==> config.mk <==
export PLATFORM = sky130hd
export DESIGN_NAME = rgb_to_lalphabeta_convert
export DESIGN_NICKNAME = d
export VERILOG_FILES = /design/src/hdl/rlab_pkg.sv /design/src/hdl/rgb_to_lalphabeta_convert.sv /design/src/hdl/rlab_log10.sv
export SDC_FILE = /design/constraint.sdc
export NUM_CORES = 2
export LEC_CHECK = 0
export BUFFER_PORTS_ARGS = -buffer_cell sky130_fd_sc_hd__buf_2
export CAP_MARGIN = 15
export CORE_ASPECT_RATIO = 0.6
export CORE_MARGIN = 4
export CORE_UTILIZATION = 35
export DETAILED_ROUTE_END_ITERATION = 12
export PLACE_DENSITY_LB_ADDON = 0.1
export SYNTH_ARGS = -nofsm -noshare
export SYNTH_HDL_FRONTEND = slang
export SYNTH_SLANG_ARGS = --single-unit
==> constraint.sdc <==
create_clock -name clk -period 13.4 [get_ports clk]
set_clock_uncertainty 0.05 [all_clocks]
set_input_delay 3.35 -clock clk [delete_from_list [all_inputs] [get_ports clk]]
set_output_delay 3.35 -clock clk [all_outputs]
set_load 0.03 [all_outputs]
==> src/hdl/rlab_pkg.sv <==
// Shared types and fixed constants for the RGB to l-alpha-beta converter.
// No dependencies; used by rlab_log10 and rgb_to_lalphabeta_convert.

package rlab_pkg;

    localparam int CHAN_W = 8;     // input colour channel
    localparam int ACC_W  = 20;    // Q0.12 coefficient times channel, summed
    localparam int LMS_W  = 16;    // unsigned Q8.8
    localparam int MSB_W  = 4;     // leading-one position of an LMS value
    localparam int FRAC_W = 15;    // mantissa fraction below the leading one
    localparam int MANT_W = 16;    // log2 mantissa, Q0.16
    localparam int L2_W   = 20;    // signed log2, Q4.16
    localparam int L2P_W  = 36;    // log2 times the log10(2) factor
    localparam int LOG_W  = 19;    // signed log10, Q.16
    localparam int SUM_W  = 21;    // sum of three logs
    localparam int PROD_W = 36;    // Q.30 combination product
    localparam int OUT_W  = 16;    // signed result

    typedef logic [CHAN_W-1:0]        chan_t;
    typedef logic [LMS_W-1:0]         lms_t;
    typedef logic signed [LOG_W-1:0]  log_t;
    typedef logic signed [PROD_W-1:0] prod_t;
    typedef logic signed [OUT_W-1:0]  res_t;

    // RGB to LMS matrix, Q0.12, row major (L, M, S rows; R, G, B columns)
    localparam logic [11:0] LMS_COEF [3][3] = '{
        '{12'd1561, 12'd2369, 12'd165},
        '{12'd806,  12'd2967, 12'd320},
        '{12'd99,   12'd528,  12'd3459}
    };

    // log10(2) in Q0.16
    localparam logic signed [15:0] LOG10_2 = 16'sd19728;

    // Combination coefficients, Q1.14
    localparam logic signed [15:0] L_COEF  = 16'sd9458;
    localparam logic signed [15:0] A_COEF  = 16'sd6688;
    localparam logic signed [15:0] AS_COEF = 16'sd13376;
    localparam logic signed [15:0] B_COEF  = 16'sd11585;

    localparam logic signed [OUT_W-1:0] RES_MAX = 16'sh7FFF;
    localparam logic signed [OUT_W-1:0] RES_MIN = 16'sh8000;

endpackage

==> src/hdl/rgb_to_lalphabeta_convert.sv <==
// Top level of the RGB to l-alpha-beta converter: input register, LMS matrix,
// three log10 units, combination and output rounding. Depends on rlab_pkg, rlab_log10.
//
// Usage:
//   Input channel in_valid/in_ready carries one RGB pixel per beat (red,
//   green, blue, 8 bits each). Output channel out_valid/out_ready carries
//   lightness, alpha_chroma and beta_chroma, signed with OUT_FRAC_BITS
//   fraction bits (Q4.12 by default), saturated to 16 bits.
//   From the accepting edge, which loads the input register, a pixel passes
//   through LMS, four log10 stages, combination products and the rounding
//   output register to out_valid.
//   One pixel is taken every clock while in_ready is high.
//   Each stage holds its own valid bit and loads when it is empty or its
//   successor moves, so a stalled receiver only freezes the stages that are
//   full; bubbles ahead of the stall still fill and in_ready stays high until
//   every stage holds a pixel. Nothing is dropped or repeated.
//   Reset clears all valid bits; the pipe is empty and ready afterwards.
//   A black pixel gives zero on all three outputs.

module rgb_to_lalphabeta_convert #(
    parameter int LOG_TABLE_ENTRIES = 256,
    parameter int OUT_FRAC_BITS     = 12
) (
    input  logic                    clk,
    input  logic                    rst_n,
    input  logic                    in_valid,
    output logic                    in_ready,
    input  rlab_pkg::chan_t         red,
    input  rlab_pkg::chan_t         green,
    input  rlab_pkg::chan_t         blue,
    output logic                    out_valid,
    input  logic                    out_ready,
    output rlab_pkg::res_t          lightness,
    output rlab_pkg::res_t          alpha_chroma,
    output rlab_pkg::res_t          beta_chroma
);

    localparam int NSTAGE = 8;
    localparam int SHIFT  = 30 - OUT_FRAC_BITS;

    logic [NSTAGE-1:0] valid_reg;
    logic [NSTAGE-1:0] valid_next;
    logic [NSTAGE:0]   rdy;

    // a stage loads when empty or when its successor takes its beat
    always_comb
    begin
        rdy[NSTAGE] = out_ready;
        for (int k = NSTAGE - 1; k >= 0; k--)
            rdy[k] = ~valid_reg[k] | rdy[k+1];
        for (int k = 0; k < NSTAGE; k++)
        begin
            if (!rdy[k])
                valid_next[k] = valid_reg[k];
            else if (k == 0)
                valid_next[k] = in_valid;
            else
                valid_next[k] = valid_reg[k-1];
        end
    end

    always_ff @(posedge clk or negedge rst_n)
    begin
        if (!rst_n)
            valid_reg <= '0;
        else
            valid_reg <= valid_next;
    end

    assign in_ready  = rdy[0];
    assign out_valid = valid_reg[NSTAGE-1];

    // stage 0: input register
    rlab_pkg::chan_t rgb_reg [3];

    always_ff @(posedge clk)
    begin
        if (rdy[0])
        begin
            rgb_reg[0] <= red;
            rgb_reg[1] <= green;
            rgb_reg[2] <= blue;
        end
    end

    // stage 1: LMS = (M * rgb + 8) >> 4
    logic [rlab_pkg::ACC_W-1:0] acc [3];
    rlab_pkg::lms_t             lms_reg [3];

    always_comb
    begin
        for (int r = 0; r < 3; r++)
        begin
            acc[r] = rlab_pkg::ACC_W'(8);
            for (int c = 0; c < 3; c++)
                acc[r] = acc[r] + rlab_pkg::ACC_W'(rlab_pkg::LMS_COEF[r][c])
                                * rlab_pkg::ACC_W'(rgb_reg[c]);
        end
    end

    always_ff @(posedge clk)
    begin
        if (rdy[1])
        begin
            for (int r = 0; r < 3; r++)
                lms_reg[r] <= acc[r][4 +: rlab_pkg::LMS_W];
        end
    end

    // stages 2 to 5: log10 of each LMS value
    rlab_pkg::log_t log_val [3];

    for (genvar r = 0; r < 3; r++)
    begin : g_log
        rlab_log10 #(
            .LOG_TABLE_ENTRIES(LOG_TABLE_ENTRIES)
        ) u_log (
            .clk     (clk),
            .load    (rdy[5:2]),
            .lms     (lms_reg[r]),
            .log_val (log_val[r])
        );
    end

    // stage 6: combination products, Q.30
    logic signed [rlab_pkg::SUM_W-1:0] sum_lms;
    logic signed [rlab_pkg::SUM_W-1:0] sum_lm;
    logic signed [rlab_pkg::SUM_W-1:0] diff_lm;
    rlab_pkg::prod_t                   l_prod_reg;
    rlab_pkg::prod_t                   a_prod_reg;
    rlab_pkg::prod_t                   b_prod_reg;

    assign sum_lm  = rlab_pkg::SUM_W'(log_val[0]) + rlab_pkg::SUM_W'(log_val[1]);
    assign sum_lms = sum_lm + rlab_pkg::SUM_W'(log_val[2]);
    assign diff_lm = rlab_pkg::SUM_W'(log_val[0]) - rlab_pkg::SUM_W'(log_val[1]);

    always_ff @(posedge clk)
    begin
        if (rdy[6])
        begin
            l_prod_reg <= rlab_pkg::PROD_W'(sum_lms) * rlab_pkg::PROD_W'(rlab_pkg::L_COEF);
            a_prod_reg <= rlab_pkg::PROD_W'(sum_lm) * rlab_pkg::PROD_W'(rlab_pkg::A_COEF)
                        - rlab_pkg::PROD_W'(log_val[2]) * rlab_pkg::PROD_W'(rlab_pkg::AS_COEF);
            b_prod_reg <= rlab_pkg::PROD_W'(diff_lm) * rlab_pkg::PROD_W'(rlab_pkg::B_COEF);
        end
    end

    // stage 7: round half up, saturate, output register
    function automatic rlab_pkg::res_t round_sat(input rlab_pkg::prod_t p);
        rlab_pkg::prod_t t;
        t = (p + (rlab_pkg::PROD_W'(1) <<< (SHIFT - 1))) >>> SHIFT;
        if (t > rlab_pkg::PROD_W'(rlab_pkg::RES_MAX))
            return rlab_pkg::RES_MAX;
        else if (t < rlab_pkg::PROD_W'(rlab_pkg::RES_MIN))
            return rlab_pkg::RES_MIN;
        else
            return t[rlab_pkg::OUT_W-1:0];
    endfunction

    rlab_pkg::res_t l_reg;
    rlab_pkg::res_t a_reg;
    rlab_pkg::res_t b_reg;

    always_ff @(posedge clk)
    begin
        if (rdy[7])
        begin
            l_reg <= round_sat(l_prod_reg);
            a_reg <= round_sat(a_prod_reg);
            b_reg <= round_sat(b_prod_reg);
        end
    end

    assign lightness    = l_reg;
    assign alpha_chroma = a_reg;
    assign beta_chroma  = b_reg;

endmodule

==> src/hdl/rlab_log10.sv <==
// Four-stage pipelined log10 of one unsigned Q8.8 LMS value, result signed Q.16.
// Leading-one search, table index, mantissa table read, log10(2) scaling.
// Depends on rlab_pkg.

module rlab_log10 #(
    parameter int LOG_TABLE_ENTRIES = 256
) (
    input  logic                clk,
    input  logic [3:0]          load,
    input  rlab_pkg::lms_t      lms,
    output rlab_pkg::log_t      log_val
);

    localparam int IDX_W = $clog2(LOG_TABLE_ENTRIES);
    localparam int IP_W  = rlab_pkg::FRAC_W + IDX_W + 1;

    // log2(1 + idx/N) in Q0.16 by repeated squaring; evaluated at elaboration only
    function automatic logic [rlab_pkg::MANT_W-1:0] mant_log2(input int unsigned idx);
        logic [63:0] x;
        logic [rlab_pkg::MANT_W-1:0] y;
        int b;
        x = (64'(1) << 30) + ((64'(idx) << 30) / LOG_TABLE_ENTRIES);
        y = '0;
        for (b = 1; b <= 16; b++)
        begin
            x = (x * x) >> 30;
            if (x >= (64'(1) << 31))
            begin
                x = x >> 1;
                y[4'(16 - b)] = 1'b1;
            end
        end
        return y;
    endfunction

    logic [rlab_pkg::MANT_W-1:0] mant_tab [LOG_TABLE_ENTRIES];

    for (genvar i = 0; i < LOG_TABLE_ENTRIES; i++)
    begin : g_tab
        assign mant_tab[i] = mant_log2(i);
    end

    // leading-one search and normalise
    logic [rlab_pkg::MSB_W-1:0]  msb_next;
    logic [rlab_pkg::LMS_W-1:0]  norm;
    logic [rlab_pkg::MSB_W-1:0]  msb2_reg;
    logic [rlab_pkg::FRAC_W-1:0] frac_reg;
    logic                        zero2_reg;

    always_comb
    begin
        msb_next = '0;
        for (int i = 0; i < rlab_pkg::LMS_W; i++)
        begin
            if (lms[i])
                msb_next = rlab_pkg::MSB_W'(i);
        end
        norm = lms << (4'd15 - msb_next);
    end

    always_ff @(posedge clk)
    begin
        if (load[0])
        begin
            msb2_reg  <= msb_next;
            frac_reg  <= norm[rlab_pkg::FRAC_W-1:0];
            zero2_reg <= (lms == '0);
        end
    end

    // table index = floor(frac * N / 2^15)
    logic [IP_W-1:0]             idx_prod;
    logic [IDX_W-1:0]            idx_reg;
    logic [rlab_pkg::MSB_W-1:0]  msb3_reg;
    logic                        zero3_reg;

    assign idx_prod = IP_W'(frac_reg) * IP_W'(LOG_TABLE_ENTRIES);

    always_ff @(posedge clk)
    begin
        if (load[1])
        begin
            idx_reg   <= idx_prod[rlab_pkg::FRAC_W +: IDX_W];
            msb3_reg  <= msb2_reg;
            zero3_reg <= zero2_reg;
        end
    end

    // log2: integer part msb - 8 is the msb code with its top bit flipped
    logic signed [rlab_pkg::L2_W-1:0] l2_reg;

    always_ff @(posedge clk)
    begin
        if (load[2])
        begin
            if (zero3_reg)
                l2_reg <= '0;
            else
                l2_reg <= {~msb3_reg[3], msb3_reg[2:0], mant_tab[idx_reg]};
        end
    end

    // log10 = round(log2 * 19728 / 2^16)
    logic signed [rlab_pkg::L2P_W-1:0] l2_prod;
    rlab_pkg::log_t                    log_reg;

    assign l2_prod = rlab_pkg::L2P_W'(l2_reg) * rlab_pkg::L2P_W'(rlab_pkg::LOG10_2)
                     + rlab_pkg::L2P_W'(32768);

    always_ff @(posedge clk)
    begin
        if (load[3])
            log_reg <= l2_prod[16 +: rlab_pkg::LOG_W];
    end

    assign log_val = log_reg;

endmodule
==> flow_metrics.env <==
export IMPL_outcome="completed"
export IMPL_post_drt_wl_per_cell_um=19.5
export IMPL_clk_insertion_delay_late_ns=0.64
export IMPL_drt_first_pass_iters=6
export IMPL_worst_path_largest_cell_delay_ns=0.61
export IMPL_core_um2=168000
export IMPL_tritoncts="built"
export IMPL_cp_data_arrival_time_ns=10.67
export IMPL_synthDominantCellAreaShare_pct=22.0
export IMPL_clock_tree_buffer_depth=3
export IMPL_ys_async_sr_fraction_pct=2.26
export IMPL_synth_yosys_seq_area_share_pct=17.8
export IMPL_ctsResizeCount=0
export IMPL_fin_cells=8894
export IMPL_post_synth_most_frequent_cells="1142 x inv_1, 1046 x ha_1, 471 x fa_1, 429 x a21oi_1, 399 x nor2_1"
export IMPL_grt_remaining_overflow=0
export IMPL_worst_path_max_delay_cell="xor2_1"
export IMPL_drc_markers=0
export IMPL_drt_total_wl_um=174000
export IMPL_post_cts_repair_setup_buffers=0
export IMPL_synth_cell_types=115
export IMPL_grt_util_all_layers_pct=19.5
export IMPL_slew_violations=0
export IMPL_maxClockFrequency_ghz=0.0966
export IMPL_nNetsFinal=8166
export IMPL_grt_first_pass_wirelength_um=273000
export IMPL_io_pin_count=78
export IMPL_worst_hold_path_type="reg2reg"
export IMPL_area_growth_synth_to_final_pct=7.06
export IMPL_detailedPlace_worstSlack_ns=3.21
export IMPL_post_synth_instance_area_um2=59500
export IMPL_fp_row_count=116
export IMPL_dp_hpwl_um=140000
export IMPL_synth_main_ff_cell="edfxtp_1"
export IMPL_cp_required_ns=13.71
export IMPL_number_of_setup_violations_in_the_final_report=0
export IMPL_finalWeightedCongestion=0.957
export IMPL_maxSlewHeadroom_pct=11.8
export IMPL_post_route_cells_drive_above_1_share_pct=5.02
export IMPL_synth_enable_flop_cells=346
export IMPL_cts_root_buffer="clkbuf_16"
export IMPL_post_route_cell_area_um2=63700
export IMPL_postLayoutSetupSlackWorst_ns=3.04
export IMPL_rsz0062_at_grt="false"
export IMPL_synthCells=6679
export IMPL_htree_levels=2
export IMPL_finalSetupTns_ns=0
export IMPL_drt_antenna_violating_nets=0
export IMPL_worst_setup_path_end_kind="register"
export IMPL_synthesis_nets=8224
export IMPL_dieArea_um2=177000
export IMPL_number_of_antenna_violations_at_the_first_check_in_global_routing=3
export IMPL_worst_setup_hold_path_clk_slew_ns=0.06
export IMPL_final_hold_violation_count=0
export IMPL_mean_instance_size_in_the_synthesized_netlist_um2=8.91
export IMPL_worstSetupStartpointType="register"
export IMPL_avgViaCountPerCell=5.27
export IMPL_worst_path_max_fanout=6
export IMPL_setup_worst_path_class="reg2reg"
export IMPL_number_of_flip_flops_under_the_largest_register_name=57
export IMPL_tightest_slew_ns=1.31
export IMPL_placed_area_um2=62300
export IMPL_fp_dieW_um=540
export IMPL_drt_iter0_markers=4317
export IMPL_dominant_cell_by_count_in_the_synthesized_netlist="inv_1"
export IMPL_initial_core_util_pct=35.5
export IMPL_numPlacedInstances=8816
export IMPL_number_of_warnings_printed_during_yosys_synthesis=0
export IMPL_fin_crit_ns=10.36
export IMPL_route_vias_total=46900
export IMPL_timing_max_cap_violations=0
export IMPL_maximum_number_of_pins_on_one_net_before_global_route_repair=83
export IMPL_portBuffers=77
export IMPL_first_global_vias=45200
export IMPL_yosys_register_bits=354
export IMPL_timing_final_crit_share_pct=77.3
export IMPL_synth_area_top_cells="ha_1 22%, edfxtp_1 17%, fa_1 16%"
export IMPL_cts_buffers_inserted=42
export IMPL_holdBufCountCts=0
export IMPL_worst_path_most_repeated_cell="ha_1"
export IMPL_dieHeight_um=327
export IMPL_yosysTopAreaCell="ha_1"
export IMPL_clkSinkCount=354
==> per-layer routing <==
layer  global-route usage, %  part of all wire [%]  wire [µm]  vias up
met5                       0                     0          0        -
met4                    2.43                  0.92       1600        0
met3                    4.14                   7.9      13800      107
met2                    24.0                    35      60300     1410
met1                    33.5                    56      98200    22400
li1                        -                     -          -    23000
==> cells in the final DEF (no fill, tap or decap), types with 29 or more instances in the layout <==
cell       netlist  routed
a21o_1          73      73
buf_2            4      78
buf_4            0      75
a21oi_1        429     429
nor3_1         112     112
mux2i_1         55      55
o21bai_1        43      43
or2_2           30      30
a311oi_1        36      36
and3_1          43      43
a31oi_1         61      61
a211oi_1        94      94
o22ai_1         33      33
edfxtp_1       346     346
fa_1           471     471
nand2_1        375     372
nand2b_1        62      62
xor2_1         152     152
nor2_1         399     399
o211ai_1        57      57
xnor2_1        238     238
o21a_1          45      45
nand3_1        136     134
or3_1           30      30
ha_1          1046    1046
nor2b_1         65      65
a221oi_1        29      29
o21ai_0        368     368
inv_1         1142    1140
clkbuf_16        0      45
==> per-stage QoR <==
| stage | util [%] | hold slack (ns) |
|---|---|---|
| final | 38.0 | 0.359 |
| after global routing | 38.0 | 0.360 |
| after CTS | 37.9 | 0.351 |
| after detailed placement | 37.1 | 0.355 |
| after global placement | 37.1 | 0.354 |
| after floorplan | - | 0.350 |
==> cells by family after synthesis <==
| group | Yosys count | synth area share [%] |
|---|---|---|
| simple gates | 1406 | 11.4 |
| compound gates | 1515 | 16.3 |
| buf+inv | 1407 | 8.90 |
| mux | 86 | 1.95 |
| fa+ha+maj | 1521 | 37.9 |
| flops | 354 | 17.8 |
| xor+xnor | 390 | 5.74 |
==> final timing paths <==
check	from	to	slack (ns)	cells past startpoint
worst min register to register	g_log[1].u_log.frac_reg[11]	g_log[1].u_log.idx_reg[4]	0.36	0
max in group asynchronous	rst_n	valid_reg[7]	10.52	1
worst min-delay path	g_log[1].u_log.frac_reg[11]	g_log[1].u_log.idx_reg[4]	0.36	0
worst max-delay path	g_log[0].u_log.log_val[1]	l_prod_reg[35]	3.04	37
worst max register to register	g_log[0].u_log.log_val[1]	l_prod_reg[35]	3.04	37
min in group asynchronous	rst_n	valid_reg[3]	2.53	1
==> layout make-up <==
cell class                 instances  area, µm²
antenna                            1       2.50
clock buffer                      53       1160
clock inverter                    21        205
fill                           17100     104000
inverter                        1151       4320
multi-input combinational       4918      43700
sequential                       354      10600
tap                             2242       2810
timing repair buffer             154        973
==> worst max-delay path, delay by kind of cell (launching register included) <==
kind / cells / cell delay (ns)
compound gates: 19 / 4.16
xor+xnor: 3 / 1.14
fa+ha+maj: 9 / 3.67
buf+inv: 2 / 0.14
flops: 1 / 0.49
simple gates: 4 / 0.41
Power is left out: the tool's default activity adds up to more than one toggle a clock period on the data nets, which glitch-free logic cannot reach.
